[src/sv/clfmt_pkg.sv]
// shared types, constants and helper functions for the character lcd write formatter
// no dependencies; imported by every module of the block
`timescale 1ns / 1ps

package clfmt_pkg;

   typedef enum logic [1:0] {
      OP_INIT   = 2'd0,
      OP_CHAR   = 2'd1,
      OP_NUMBER = 2'd2,
      OP_APPEND = 2'd3
   } op_type;

   localparam logic [7:0] CMD_SET_ADDR   = 8'h80;
   localparam logic [7:0] LINE2_OFFSET   = 8'h40;
   localparam logic [7:0] CMD_CLEAR      = 8'h01;
   localparam logic [7:0] CMD_FUNC_SET   = 8'h38;
   localparam logic [7:0] CMD_DISP_ON    = 8'h0C;
   localparam logic [7:0] CMD_ENTRY_MODE = 8'h06;
   localparam logic [7:0] ASCII_ZERO     = 8'h30;
   localparam logic [1:0] LINE_ONE       = 2'd1;
   localparam logic [1:0] LINE_TWO       = 2'd2;

   // body index runs over at most five bytes
   localparam int BODY_IDX_W = 3;

   localparam logic [BODY_IDX_W-1:0] LAST_IDX_INIT   = 3'd3;
   localparam logic [BODY_IDX_W-1:0] LAST_IDX_NUMBER = 3'd4;
   localparam logic [BODY_IDX_W-1:0] LAST_IDX_SINGLE = 3'd0;

   localparam int QUEUE_DEPTH = 2;
   localparam int QUEUE_PTR_W = $clog2(QUEUE_DEPTH);
   localparam int QUEUE_CNT_W = $clog2(QUEUE_DEPTH + 1);

   // one classified item between front and back
   typedef struct packed {
      op_type                  op;
      logic                    has_cursor;
      logic [7:0]              cursor_byte;
      logic [BODY_IDX_W-1:0]   last_idx;
      logic [7:0]              char_value;
      logic [15:0]             number_value;
   } entry_type;

   typedef struct packed {
      logic empty;
      logic full;
   } queue_status_type;

   function automatic logic [7:0] init_byte(input logic [BODY_IDX_W-1:0] idx);
      logic [7:0] b;
      case (idx)
         3'd0:    b = CMD_CLEAR;
         3'd1:    b = CMD_FUNC_SET;
         3'd2:    b = CMD_DISP_ON;
         default: b = CMD_ENTRY_MODE;
      endcase
      return b;
   endfunction

   function automatic logic [15:0] pow10(input logic [BODY_IDX_W-1:0] idx);
      logic [15:0] p;
      case (idx)
         3'd0:    p = 16'd10000;
         3'd1:    p = 16'd1000;
         3'd2:    p = 16'd100;
         3'd3:    p = 16'd10;
         default: p = 16'd1;
      endcase
      return p;
   endfunction

   // leading decimal digit of rem for weight pow, rem < 10*pow
   function automatic logic [3:0] digit_of(input logic [15:0] rem, input logic [15:0] pow);
      logic [3:0] d;
      d = 4'd0;
      for (int k = 1; k < 10; k++) begin
         if ({1'b0, rem} >= 17'(17'(k) * {1'b0, pow}))
            d = 4'(k);
      end
      return d;
   endfunction

endpackage

[src/sv/clfmt_front.sv]
// front: classifies a request into a queue entry (cursor byte, body length)
// depends on clfmt_pkg
`timescale 1ns / 1ps

module clfmt_front (
   input  logic [1:0]           opcode_i,
   input  logic [1:0]           line_i,
   input  logic [5:0]           column_i,
   input  logic [7:0]           char_value_i,
   input  logic [15:0]          number_value_i,
   output clfmt_pkg::entry_type entry_o
);
   import clfmt_pkg::*;

   op_type     op;
   logic [7:0] base;
   logic       positioned;

   always_comb begin
      op         = op_type'(opcode_i);
      positioned = (op == OP_CHAR) || (op == OP_NUMBER);
      base       = (line_i == LINE_TWO) ? (CMD_SET_ADDR + LINE2_OFFSET) : CMD_SET_ADDR;

      entry_o.op           = op;
      entry_o.has_cursor   = positioned && ((line_i == LINE_ONE) || (line_i == LINE_TWO));
      // address wraps modulo 256, column counted from 1
      entry_o.cursor_byte  = base + {2'b00, column_i} - 8'd1;
      entry_o.char_value   = char_value_i;
      entry_o.number_value = number_value_i;
      case (op)
         OP_INIT:   entry_o.last_idx = LAST_IDX_INIT;
         OP_NUMBER: entry_o.last_idx = LAST_IDX_NUMBER;
         default:   entry_o.last_idx = LAST_IDX_SINGLE;
      endcase
   end

endmodule

[src/sv/clfmt_queue.sv]
// small queue of classified entries between front and back
// depends on clfmt_pkg
`timescale 1ns / 1ps

module clfmt_queue (
   input  logic                        clock,
   input  logic                        reset,
   input  logic                        push_i,
   input  clfmt_pkg::entry_type        push_entry_i,
   input  logic                        pop_i,
   output clfmt_pkg::entry_type        head_o,
   output clfmt_pkg::queue_status_type status_o
);
   import clfmt_pkg::*;

   entry_type               mem_ff [QUEUE_DEPTH];
   logic [QUEUE_PTR_W-1:0]  wr_ptr_ff, wr_ptr_in;
   logic [QUEUE_PTR_W-1:0]  rd_ptr_ff, rd_ptr_in;
   logic [QUEUE_CNT_W-1:0]  count_ff, count_in;

   always_comb begin
      wr_ptr_in = push_i ? QUEUE_PTR_W'(wr_ptr_ff + 1'b1) : wr_ptr_ff;
      rd_ptr_in = pop_i  ? QUEUE_PTR_W'(rd_ptr_ff + 1'b1) : rd_ptr_ff;
      count_in  = count_ff;
      if (push_i && !pop_i)
         count_in = QUEUE_CNT_W'(count_ff + 1'b1);
      else if (pop_i && !push_i)
         count_in = QUEUE_CNT_W'(count_ff - 1'b1);
   end

   always_ff @(posedge clock) begin
      if (reset) begin
         wr_ptr_ff <= '0;
         rd_ptr_ff <= '0;
         count_ff  <= '0;
      end else begin
         wr_ptr_ff <= wr_ptr_in;
         rd_ptr_ff <= rd_ptr_in;
         count_ff  <= count_in;
      end
   end

   always_ff @(posedge clock) begin
      if (push_i)
         mem_ff[wr_ptr_ff] <= push_entry_i;
   end

   assign head_o         = mem_ff[rd_ptr_ff];
   assign status_o.empty = (count_ff == '0);
   assign status_o.full  = (count_ff == QUEUE_CNT_W'(QUEUE_DEPTH));

endmodule

[src/sv/clfmt_back.sv]
// back: sequences one entry into byte writes, one byte a cycle, registered output
// depends on clfmt_pkg
`timescale 1ns / 1ps

module clfmt_back (
   input  logic                        clock,
   input  logic                        reset,
   input  clfmt_pkg::entry_type        head_i,
   input  clfmt_pkg::queue_status_type status_i,
   output logic                        pop_o,
   output logic                        strobe_o,
   output logic                        is_data_o,
   output logic [7:0]                  data_byte_o,
   output logic                        last_o
);
   import clfmt_pkg::*;

   logic                   busy_ff;
   logic                   cur_ff;
   op_type                 op_ff;
   logic [7:0]             cursor_ff;
   logic [7:0]             char_ff;
   logic [15:0]            rem_ff;
   logic [BODY_IDX_W-1:0]  idx_ff;
   logic [BODY_IDX_W-1:0]  last_idx_ff;
   logic                   strobe_ff;
   logic                   is_data_ff;
   logic [7:0]             byte_ff;
   logic                   last_ff;

   logic                   finishing;
   logic                   load;
   logic [15:0]            pow;
   logic [3:0]             digit;
   logic [15:0]            rem_in;
   logic [7:0]             body_byte;
   logic                   body_is_data;

   always_comb begin
      finishing = busy_ff && !cur_ff && (idx_ff == last_idx_ff);
      load      = (!busy_ff || finishing) && !status_i.empty;
      pow       = pow10(idx_ff);
      digit     = digit_of(rem_ff, pow);
      rem_in    = rem_ff - 16'(20'(digit) * 20'(pow));
      case (op_ff)
         OP_INIT: begin
            body_byte    = init_byte(idx_ff);
            body_is_data = 1'b0;
         end
         OP_NUMBER: begin
            body_byte    = ASCII_ZERO + {4'd0, digit};
            body_is_data = 1'b1;
         end
         default: begin
            body_byte    = char_ff;
            body_is_data = 1'b1;
         end
      endcase
   end

   always_ff @(posedge clock) begin
      if (reset) begin
         busy_ff   <= 1'b0;
         cur_ff    <= 1'b0;
         strobe_ff <= 1'b0;
         last_ff   <= 1'b0;
      end else begin
         strobe_ff <= busy_ff;
         // last is only ever high together with the strobe
         last_ff   <= finishing;
         if (busy_ff) begin
            if (cur_ff) begin
               is_data_ff <= 1'b0;
               byte_ff    <= cursor_ff;
            end else begin
               is_data_ff <= body_is_data;
               byte_ff    <= body_byte;
            end
         end
         // next entry starts right behind the last byte of this one
         if (load) begin
            busy_ff     <= 1'b1;
            cur_ff      <= head_i.has_cursor;
            op_ff       <= head_i.op;
            cursor_ff   <= head_i.cursor_byte;
            char_ff     <= head_i.char_value;
            rem_ff      <= head_i.number_value;
            idx_ff      <= '0;
            last_idx_ff <= head_i.last_idx;
         end else if (busy_ff) begin
            if (cur_ff) begin
               cur_ff <= 1'b0;
            end else begin
               idx_ff <= BODY_IDX_W'(idx_ff + 1'b1);
               rem_ff <= rem_in;
               if (finishing)
                  busy_ff <= 1'b0;
            end
         end
      end
   end

   assign pop_o       = load;
   assign strobe_o    = strobe_ff;
   assign is_data_o   = is_data_ff;
   assign data_byte_o = byte_ff;
   assign last_o      = last_ff;

endmodule

[src/sv/char_lcd_write_formatter_top.sv]
// top level of the character lcd write formatter: front, entry queue, back
// depends on clfmt_pkg, clfmt_front, clfmt_queue, clfmt_back
`timescale 1ns / 1ps

// Turns display requests into byte writes for a 16x2 character LCD.
// Request channel: drive req_* and raise start; the request is taken at a
// rising edge where start is high and busy is low. busy is high only while
// the two-entry queue between front and back is full.
// Result channel: each byte shows on rsp_is_data / rsp_data_byte / rsp_last
// for exactly one cycle with rsp_strobe high; rsp_last marks the final byte
// of a request. The receiver cannot stall, so nothing is ever held back.
// Bytes per request: init 4, char 1 or 2, number 5 or 6, append 1.
// The back end sends one byte per cycle; a request has 6 bytes at most,
// for a positioned number. The next request's first byte follows its
// predecessor's last byte with no gap when it is already queued. Decimal
// digits are formed one per cycle. With the queue empty and the back end
// idle, a taken request is written into the queue, then loaded into the
// back end's registers; its first byte is then registered to the outputs.
// Reset clears the queue and the sequencer; no strobe until a request arrives.

module char_lcd_write_formatter_top (
   input  logic        clock,
   input  logic        reset,
   input  logic        start,
   output logic        busy,
   input  logic [1:0]  req_opcode,
   input  logic [1:0]  req_line,
   input  logic [5:0]  req_column,
   input  logic [7:0]  req_char_value,
   input  logic [15:0] req_number_value,
   output logic        rsp_strobe,
   output logic        rsp_is_data,
   output logic [7:0]  rsp_data_byte,
   output logic        rsp_last
);
   import clfmt_pkg::*;

   entry_type        new_entry;
   entry_type        head;
   queue_status_type status;
   logic             push;
   logic             pop;

   assign busy = status.full;
   assign push = start && !busy;

   clfmt_front u_front (
      .opcode_i       (req_opcode),
      .line_i         (req_line),
      .column_i       (req_column),
      .char_value_i   (req_char_value),
      .number_value_i (req_number_value),
      .entry_o        (new_entry)
   );

   clfmt_queue u_queue (
      .clock        (clock),
      .reset        (reset),
      .push_i       (push),
      .push_entry_i (new_entry),
      .pop_i        (pop),
      .head_o       (head),
      .status_o     (status)
   );

   clfmt_back u_back (
      .clock       (clock),
      .reset       (reset),
      .head_i      (head),
      .status_i    (status),
      .pop_o       (pop),
      .strobe_o    (rsp_strobe),
      .is_data_o   (rsp_is_data),
      .data_byte_o (rsp_data_byte),
      .last_o      (rsp_last)
   );

   a_last_needs_strobe: assert property (@(posedge clock) disable iff (reset)
      rsp_last |-> rsp_strobe)
      else $error("last flag without strobe");

   a_busy_rises_on_accept: assert property (@(posedge clock) disable iff (reset)
      $rose(busy) |-> $past(start))
      else $error("queue filled without a request");

   a_no_pop_when_empty: assert property (@(posedge clock) disable iff (reset)
      pop |-> !status.empty)
      else $error("entry taken from empty queue");

endmodule
[config.mk]
export PLATFORM = sky130hd
export DESIGN_NAME = char_lcd_write_formatter_top
export DESIGN_NICKNAME = d
export VERILOG_FILES = /design/src/sv/clfmt_pkg.sv /design/src/sv/clfmt_front.sv /design/src/sv/clfmt_queue.sv /design/src/sv/clfmt_back.sv /design/src/sv/char_lcd_write_formatter_top.sv
export SDC_FILE = /design/constraint.sdc
export NUM_CORES = 1
export LEC_CHECK = 0
export BUFFER_PORTS_ARGS = -buffer_cell sky130_fd_sc_hd__buf_2
export CAP_MARGIN = 20
export CORE_MARGIN = 5
export CORE_UTILIZATION = 41
export CTS_BUF_LIST = sky130_fd_sc_hd__clkbuf_8
export DETAILED_ROUTE_END_ITERATION = 6
export GPL_TIMING_DRIVEN = 0
export SETUP_SLACK_MARGIN = 0.15
export SYNTH_ARGS = -nofsm -noshare
export SYNTH_HDL_FRONTEND = slang
export SYNTH_SLANG_ARGS = --single-unit
[constraint.sdc]
create_clock -name clock -period 18.6 [get_ports clock]
set_input_delay 3.72 -clock clock [delete_from_list [all_inputs] [get_ports clock]]
set_output_delay 3.72 -clock clock [all_outputs]
set_load 0.1 [all_outputs]
==> results.yml, run 1 <==
run_status:
  outcome: "complete, no violations"
setup_path:
  path_class: "flip-flop to flip-flop"
  crit_path_frequent_cell: "o21ai_0"
  crit_path_start_kind: "flip-flop"
  worst_ep_required_time_ns: 18.87
  crit_slowest_cell: "nor2_1"
  endpoint_kind: "flip-flop"
  crit_fanout: 25
  cp.arrival_ns: 12.50
  critPathMaxStageDelay_ns: 0.70
synthesis:
  synth_ff_type: "edfxtp_1"
  synth-edff-count: 122
  synth_seq_area_share: 0.353
  synth_seq_cells: 131
  ys_warn_count: 0
  syn_avg_cell_area_um2: 10.3
  async_flop_share: 0
  synth_area_mm2: 0.0109
  syn_inst: 1059
  ys_types: 66
sta:
  rsz0062_at_grt: "false"
  fin_crit_sh: 0.657
  slew_headroom: 0.363
  fmax_ghz: 0.0818
  final.setup_skew_ns: 0.0118
  fin_crit_ns: 12.23
  finalHoldViolCount: 0
  final_max_slew_viol_count: 0
  finalSetupTns_ns: 0
  worstMarginPinSlew_ns: 0.953
  finalSetupViolCount: 0
layout:
  synthToLayoutAreaGrowth_pct: 10.8
  antenna_cells: 0
  final_cells: 1481
  seqCellArea_mm2: 0.00384
  fill_cells: 2508
  multiInputGateArea_mm2: 0.00648
  num-nets-final: 1381
  design_area_mm2: 0.0121
  drive_above_1_share: 0.107
  final_util: 0.462
routing:
  drc_errors: 0
  wl_per_cell_um: 17.4
  vias_per_cell: 5.37
  drt_first_pass_iters: 5
  vias: 7958
  antenna_left: 0
  drt_iter0_markers: 405
  wirelength_um: 25800
global_routing:
  grt_pass1_vias: 7877
  grt_max_degree: 26
  grt.overflow.total: 0
  antenna_found_initial: 0
  grt_pass1_wl_um: 41500
  grt.total_usage: 0.172
clock_network:
  cts_tree: "done"
  cts_root_buf: "clkbuf_8"
  clockBufferDepth: 2
  ctsHoldBuffers: 0
  ctsHtreeMaxLevel: 4
  ctsResizeCount: 0
  clock_latency_ns: 0.45
  postCtsSetupBuffers: 0
  path_clk_slew_ns: 0.08
  clock_sinks: 131
  numCtsBuffers: 17
floorplan:
  die_x_um: 173
  start_util: 0.417
  core_area_mm2: 0.0261
  dieHeight_um: 173
  ios: 49
  die_area_mm2: 0.0299
  rows: 59
placed_design:
  place_hpwl_um: 20100
  place_area_mm2: 0.0117
  gp_congestion: 0.924
  place_inst: 1449
  port_buffers: 48
hold_path:
  min_path_type: "flip-flop to flip-flop"
flow_run:
  cap_violations: 0
==> through the flow <==
| stage | hold WS [ns] | worst slack (ns) |
|---|---|---|
| floorplan | 0.459 | 8.75 |
| global placement | 0.491 | 5.55 |
| detailed placement | 0.495 | 6.51 |
| CTS | 0.508 | 6.44 |
| global route | 0.533 | 5.43 |
| finish | 0.511 | 6.37 |
==> layout make-up <==
class	instances	area share
flip-flops and latches	131	0.318
clock inverters	15	0.0150
well taps	335	0.0347
multi-input cells	777	0.537
clock buffers	17	0.0194
plain buffers	17	0.00622
inverters	135	0.0420
repair buffers	54	0.0273
==> worst paths after layout <==
check	startpoint	end	slack, ns	cells after the start
min reg2reg	u_back.busy_ff$_SDFF_PP0_	u_back.busy_ff$_SDFF_PP0_	0.51	2
min	u_back.busy_ff$_SDFF_PP0_	u_back.busy_ff$_SDFF_PP0_	0.51	2
max reg2reg	u_back.idx_ff[0]$_SDFFCE_PP0P_	u_back.rem_ff[15]$_DFFE_PP_	6.37	44
max	u_back.idx_ff[0]$_SDFFCE_PP0P_	u_back.rem_ff[15]$_DFFE_PP_	6.37	44
==> Yosys cell counts, types with 15 or more instances <==
cell type,n,area share
o21ai_0,54,0.025
xor2_1,15,0.012
inv_1,132,0.045
xnor2_1,34,0.027
nand2_1,57,0.020
clkbuf_1,15,0.0052
nor2_1,70,0.024
ha_1,171,0.20
a21oi_1,69,0.032
nand2b_1,15,0.0086
nor3_1,26,0.012
mux2_2,22,0.023
a21o_1,23,0.016
edfxtp_1,122,0.34
fa_1,40,0.074
==> layer usage <==
layer	global-route usage	routed length [um]	up-vias
met5	0	0	-
met4	0.0489	439	0
met3	0.0218	972	29
met2	0.284	12000	156
met1	0.240	12400	3815
li1	-	-	3958
==> worst max-delay path, delay by kind of cell (launching register included) <==
family / cells / cell delay (ns)
buffers and inverters: 8 / 2.06
adder cells (fa/ha/maj): 8 / 3.06
flip-flops: 1 / 0.46
XOR/XNOR: 1 / 0.15
AND/OR/NAND/NOR: 9 / 2.40
AO/OA/AOI/OAI: 18 / 3.87
==> cell usage in the layout, fill, tap and decap left out, drive strengths merged, types with 7 or more instances in the layout <==
master / n
nand2: 58
or3: 9
nor2b: 12
nand4: 13
o21ai: 56
xor2: 15
nand2b: 15
o211ai: 9
clkbuf: 32
buf: 56
mux2: 22
inv: 138
fa: 40
dfxtp: 9
a31oi: 10
edfxtp: 122
a21o: 23
nor3: 27
xnor2: 34
ha: 171
clkinv: 7
a21oi: 69
o21a: 12
nor2: 70
nand3: 13
mux2i: 12
a211oi: 7
==> registers in the layout, summed over array words and instances, names as in the netlist, 2 cells and up, named ones only <==
signal and flops:
u_back.idx_ff 3, u_back.cursor_ff 8, u_queue.count_ff 2, u_back.op_ff 2, u_back.last_idx_ff 2, u_back.char_ff 8
u_queue.mem_ff 74, u_back.data_byte_o 8, u_back.rem_ff 16
==> kinds of logic (layout without fill, tap and decap cells) <==
kind of cell             after synthesis  after routing  synth area share
AND/OR/NAND/NOR                      247            247             0.111
AO/OA/AOI/OAI                        233            233             0.139
adder cells (fa/ha/maj)              211            211             0.270
buffers and inverters                152            238            0.0534
flip-flops                           131            131             0.353
XOR/XNOR                              49             49            0.0394
multiplexers                          34             34            0.0338
other                                  2              3          0.000690
Power of run 1 is left out: the tool's default activity adds up to more than one toggle a clock period on the data nets, which glitch-free logic cannot reach.
==> inputs of run 2 (changes only) <==
==> constraint.sdc (replaced) <==
create_clock -name clock -period 10.2 [get_ports clock]
set_input_delay 2.04 -clock clock [delete_from_list [all_inputs] [get_ports clock]]
set_output_delay 2.04 -clock clock [all_outputs]
set_load 0.1 [all_outputs]
==> run 2 against run 1 <==
  * Sequential cell count stayed put
  * Global-route usage grew 0.18 points
  * Sequential share of layout area fell by 0.72 points
  * Hold slack worse by 0.0063 ns
  * Setup slack worse by 5.7 ns
  * Critical path type unchanged
  * Via count grew 1.4%
  * Count of clock-buffer cells in the layout is the same
==> results.yml, run 2 (synthesis gave the netlist of run 1 again) <==
global_routing:
  grt.overflow.total: 0
  grt.total_usage: 0.174
  grt_busiest_layer: "met2"
  antenna_found_initial: 0
  grt_pass1_vias: 7931
  grt_pass1_wl_um: 41900
  grt_use_met2: 0.285
  grt_use_met3: 0.0223
  grt_max_degree: 26
  grt_use_met1: 0.244
clock_network:
  clockBufferDepth: 2
  clock_latency_ns: 0.45
  cts_tree: "done"
  ctsHoldBuffers: 0
  clock_sinks: 131
  ctsHtreeMaxLevel: 4
  cts_root_buf: "clkbuf_8"
  path_clk_slew_ns: 0.08
  numCtsBuffers: 17
placed_design:
  gp_congestion: 0.924
  place_area_mm2: 0.0117
  place_hpwl_um: 20100
  place_ws_ns: -1.89
  port_buffers: 48
  place_inst: 1449
floorplan:
  die_area_mm2: 0.0299
  ios: 49
  die_x_um: 173
  dieHeight_um: 173
  core_area_mm2: 0.0261
  start_util: 0.417
  rows: 59
layout:
  final_cell_mix: "169 x ha_1, 131 x inv_1, 122 x edfxtp_1, 68 x a21oi_1, 66 x nor2_1"
  mostFrequentLayoutCell: "ha_1"
  final_cells: 1498
  synthToLayoutAreaGrowth_pct: 13.4
  num-nets-final: 1398
  design_area_mm2: 0.0123
  top_register: "u_queue.mem_ff"
  antenna_cells: 0
  largest_register_ffs: 74
  multiInputGateArea_mm2: 0.00658
  fill_cells: 2490
  seqCellArea_mm2: 0.00384
  drive_above_1_share: 0.138
  reg_top3: "u_queue.mem_ff: 74 flops, u_back.rem_ff: 16 flops"
sta:
  fmax_ghz: 0.104
  fin_crit_ns: 9.58
  finalHoldViolCount: 0
  final.setup_skew_ns: 0.0126
  finalSetupViolCount: 0
  rsz0062_at_grt: "true"
  slew_headroom: 0.359
  fin_crit_sh: 0.939
  fin_ws_ns: 0.624
  worstMarginPinSlew_ns: 0.959
  final_max_slew_viol_count: 0
setup_path:
  worst_ep_required_time_ns: 10.47
  crit_fanout: 10
  critPathMaxStageDelay_ns: 0.53
  crit_path_frequent_cell: "ha_1"
  cp_top_family: "adder cells"
  reg2reg_slack_ns: 0.62
  critPathBufInv: 9
  cp.arrival_ns: 9.85
  path_class: "flip-flop to flip-flop"
  cp.depth: 44
  crit_slowest_cell: "fa_1"
  reg2regPathDepth: 44
  endpoint_kind: "flip-flop"
  crit_path_start_kind: "flip-flop"
routing:
  vias_per_cell: 5.39
  drc_errors: 0
  wl_per_cell_um: 17.5
  drt_iter0_markers: 448
  antenna_left: 0
  drt_first_pass_iters: 5
  wirelength_um: 26300
  vias: 8070
hold_path:
  min_path_type: "flip-flop to flip-flop"
  min_path_cells: 2
flow_run:
  cap_violations: 0
run_status:
  outcome: "complete, no violations"
## run 2: changes by cell type in the layout (fill, tap and decap cells not counted), moves of 3 or more
| cell | before | now |
|---|---|---|
| buf_4 | 1 | 16 |
| o21ai_0 | 54 | 48 |
| nand2_1 | 57 | 53 |
| clkinvlp_4 | 2 | 5 |
| o21ai_1 | 2 | 5 |
## run 2: per-layer routing
| layer | part of all wire | wire length, um | vias up |
|---|---|---|---|
| met3 | 0.038 | 985 | 34 |
| met2 | 0.47 | 12300 | 187 |
| met5 | 0 | 0 | - |
| met4 | 0.017 | 442 | 0 |
| met1 | 0.48 | 12500 | 3853 |
| li1 | - | - | 3996 |
## run 2: worst reg2reg max path, delay by kind of cell, from the launching register on
| kind | cells | cell delay (ns) |
|---|---|---|
| simple gates | 8 | 1.27 |
| buf+inv | 9 | 1.18 |
| xor+xnor | 1 | 0.20 |
| fa+ha+maj | 10 | 3.46 |
| compound gates | 16 | 2.81 |
| flops | 1 | 0.44 |
## run 2: final cells by class
class / instances / share of cell area
tap: 335 / 0.0339
buffer: 17 / 0.00719
inverter: 135 / 0.0428
multi-input combinational: 777 / 0.533
sequential: 131 / 0.311
clock buffer: 17 / 0.0189
timing repair buffer: 71 / 0.0384
clock inverter: 15 / 0.0147
## run 2: timing repair
item / 4_1_cts / 5_1_grt
setup buffers: 5 / 11
resized for setup: 23 / 19
cloned: 0 / 1
hold endpoints to repair: 0 / 0
endpoints found under the setup margin: 15 / 9
pin swaps: 0 / 5
## run 2: path summary, 6_finish.rpt
path / endpoint / start
setup reg to reg: u_back.rem_ff[15]$_DFFE_PP_ / u_back.idx_ff[0]$_SDFFCE_PP0P_
hold / removal: u_back.busy_ff$_SDFF_PP0_ / u_back.busy_ff$_SDFF_PP0_
setup / recovery: u_back.rem_ff[15]$_DFFE_PP_ / u_back.idx_ff[0]$_SDFFCE_PP0P_
hold reg to reg: u_back.busy_ff$_SDFF_PP0_ / u_back.busy_ff$_SDFF_PP0_
## run 2: stage by stage
| stage | utilization | setup TNS (ns) | hold slack (ns) |
|---|---|---|---|
| floorplan | - | 0 | 0.459 |
| CTS | 0.466 | 0 | 0.508 |
| finish | 0.473 | 0 | 0.505 |
| global placement | 0.442 | -31.13 | 0.491 |
| detailed placement | 0.446 | -16.17 | 0.495 |
| global route | 0.473 | 0 | 0.533 |
Power of run 2 is left out for the same reason.
==> inputs of run 3 (changes only) <==
--- a/config.mk
+++ b/config.mk
@@ -15,4 +15,5 @@
 export SETUP_SLACK_MARGIN = 0.15
 export SYNTH_ARGS = -nofsm -noshare
 export SYNTH_HDL_FRONTEND = slang
+export SYNTH_HIERARCHICAL = 1
 export SYNTH_SLANG_ARGS = --single-unit
==> run 3 against run 2 <==
  * Highest routed layer unchanged
  * Critical path type unchanged
  * Synthesized cell count grew 5.5%
  * Setup slack lost 0.066 ns
  * Non-clock buffer count shrank 1
  * Cell count grew 4.8%
  * Largest cell class unchanged
==> results.yml, run 3 <==
floorplan:
  die_x_um: 177
  dieHeight_um: 177
  die_area_mm2: 0.0314
  core_area_mm2: 0.0277
  ios: 49
  rows: 61
  start_util: 0.414
routing:
  drt_first_pass_iters: 4
  drt_iter0_markers: 594
  vias: 8336
  wl_per_cell_um: 18.0
  vias_per_cell: 5.31
  drc_errors: 0
  wirelength_um: 28200
  antenna_left: 0
setup_path:
  endpoint_kind: "flip-flop"
  cp.arrival_ns: 9.82
  cp_top_family: "adder cells"
  reg2regPathDepth: 35
  critPathMaxStageDelay_ns: 0.61
  reg2reg_to: "u_back/rem_ff[15]$_DFFE_PP_"
  crit_slowest_cell: "clkbuf_1"
  worst_ep_required_time_ns: 10.38
  crit_path_start_kind: "flip-flop"
  crit_fanout: 12
  crit_path_frequent_cell: "ha_1"
  critPathBufInv: 7
  reg2reg_slack_ns: 0.56
  r2r_start: "u_back/idx_ff[0]$_SDFFCE_PP0P_"
  path_class: "flip-flop to flip-flop"
global_routing:
  grt.total_usage: 0.181
  grt_pass1_wl_um: 44300
  grt.overflow.total: 0
  grt_use_met3: 0.0209
  antenna_found_initial: 0
  grt_max_degree: 23
  grt_pass1_vias: 8379
  grt_busiest_layer: "met2"
  grt_use_met1: 0.245
  grt_use_met2: 0.306
synthesis:
  ys_top_cells_by_area: "edfxtp_1 33%, ha_1 18%, fa_1 7.2%"
  syn-num-nets: 1364
  synth_compound_area_frac: 0.133
  synth_ff_type: "edfxtp_1"
  yosysTopAreaCell: "edfxtp_1"
  synth_top_area_frac: 0.328
  synth-xor-area-share: 0.0382
  syn_avg_cell_area_um2: 10.3
  ys_warn_count: 6
  synthAdderAreaFrac: 0.256
  ys_top_cells_by_count: "169 x ha_1, 134 x inv_1, 125 x edfxtp_1"
  synth-edff-count: 125
  syn_inst: 1117
  synth_seq_area_share: 0.343
  synthMuxAreaShare: 0.0400
  yosys.area_share.simple: 0.117
  ys_types: 81
  async_flop_share: 0
  synth.most_common_cell: "ha_1"
  synth_area_mm2: 0.0115
  synth_top_family_by_area: "adder cells"
  synth_seq_cells: 134
sta:
  fmax_ghz: 0.104
  whs_ns: 0.513
  slew_headroom: 0.481
  final.setup_skew_ns: 0.0119
  final_max_slew_viol_count: 0
  finalHoldViolCount: 0
  worstMarginPinSlew_ns: 0.779
  rsz0062_at_grt: "true"
  finalSetupViolCount: 0
  fin_crit_sh: 0.945
  fin_crit_ns: 9.64
hold_path:
  hold_end: "u_queue/count_ff[1]$_SDFFE_PP0P_"
  min_from: "u_queue/count_ff[1]$_SDFFE_PP0P_"
  min_path_cells: 2
  min_path_type: "flip-flop to flip-flop"
placed_design:
  place_hpwl_um: 21800
  port_buffers: 24
  gp_congestion: 0.900
  place_inst: 1523
layout:
  drive_above_1_share: 0.174
  antenna_cells: 0
  largest_register_ffs: 76
  top_register: "u_queue/mem_ff"
  synthToLayoutAreaGrowth_pct: 12.2
  reg_top3: "u_queue/mem_ff: 76 flops, u_back/rem_ff: 16 flops"
  mostFrequentLayoutCell: "ha_1"
  num-nets-final: 1426
  final_cell_mix: "164 x ha_1, 132 x inv_1, 125 x edfxtp_1, 70 x a21oi_1, 69 x nor2_1"
  final_cells: 1570
flow_run:
  cap_violations: 0
clock_network:
  ctsHtreeMaxLevel: 4
  clockBufferDepth: 2
  cts_tree: "done"
  numCtsBuffers: 17
  clock_sinks: 134
  cts_root_buf: "clkbuf_8"
  clock_latency_ns: 0.43
  path_clk_slew_ns: 0.08
run_status:
  outcome: "complete, no violations"
## run 3: final cells by class
| type | instances | area (um2) |
|---|---|---|
| fillers | 2609 | 14800 |
| multi-input cells | 801 | 6890 |
| flip-flops and latches | 134 | 3930 |
| inverters | 138 | 533 |
| well taps | 378 | 473 |
| plain buffers | 45 | 319 |
| repair buffers | 42 | 310 |
| clock buffers | 17 | 234 |
| clock inverters | 15 | 164 |
## run 3: worst max path at each step
stage / from / endpoint / slack [ns] / depth (start not counted)
3_5_place_dp: u_back/idx_ff[1]$_SDFFCE_PP0P_ / u_back/rem_ff[15]$_DFFE_PP_ / -1.27 / 43
5_1_grt: u_back/idx_ff[1]$_SDFFCE_PP0P_ / u_back/rem_ff[15]$_DFFE_PP_ / 0.10 / 41
6_report: u_back/idx_ff[0]$_SDFFCE_PP0P_ / u_back/rem_ff[15]$_DFFE_PP_ / 0.56 / 35
4_1_cts: u_back/idx_ff[1]$_SDFFCE_PP0P_ / u_back/rem_ff[15]$_DFFE_PP_ / 0.17 / 41
3_3_place_gp: u_back/idx_ff[0]$_SDFFCE_PP0P_ / u_back/rem_ff[15]$_DFFE_PP_ / -1.29 / 40
2_1_floorplan: u_back/idx_ff[1]$_SDFFCE_PP0P_ / u_back/rem_ff[15]$_DFFE_PP_ / 0.95 / 42
## run 3: timing repair
item	4_1_cts	5_1_grt
gates resized for setup	19	26
cloned	0	1
pin swaps	4	7
endpoints found under the setup margin	12	8
hold endpoints to repair	0	0
hold buffers	0	0
setup buffers	5	9
## run 3: metal layers
metal	part of all wire	up-vias
met5	0	-
met2	0.48	202
li1	-	4105
met3	0.046	31
met1	0.46	3998
met4	0.019	0
## run 3: worst reg2reg max path: cells and delay by family (launching register included)
kind / cells / cell delay [ns]
DFF: 1 / 0.48
AOI/OAI and AO/OA: 8 / 1.97
buffers and inverters: 7 / 1.52
and+or+nand+nor: 11 / 1.73
adders and majority gates: 9 / 3.70
## run 3: cell families after synthesis
| logic type | after synthesis |
|---|---|
| xor+xnor | 50 |
| other cells | 1 |
| simple gates | 267 |
| flops | 134 |
| mux | 41 |
| compound gates | 231 |
| fa+ha+maj | 210 |
| buf+inv | 183 |
## run 3: metrics by stage
step / util / TNS (ns) / setup WS, ns / cell area [um2]
2_1_floorplan: - / 0 / 0.953 / 11500
3_3_place_gp: 0.435 / -7.00 / -1.29 / 12100
3_5_place_dp: 0.439 / -6.67 / -1.27 / 12200
4_1_cts: 0.457 / 0 / 0.171 / 12700
5_1_grt: 0.464 / 0 / 0.103 / 12900
6_report: 0.464 / 0 / 0.558 / 12900
Power of run 3 is left out for the same reason.
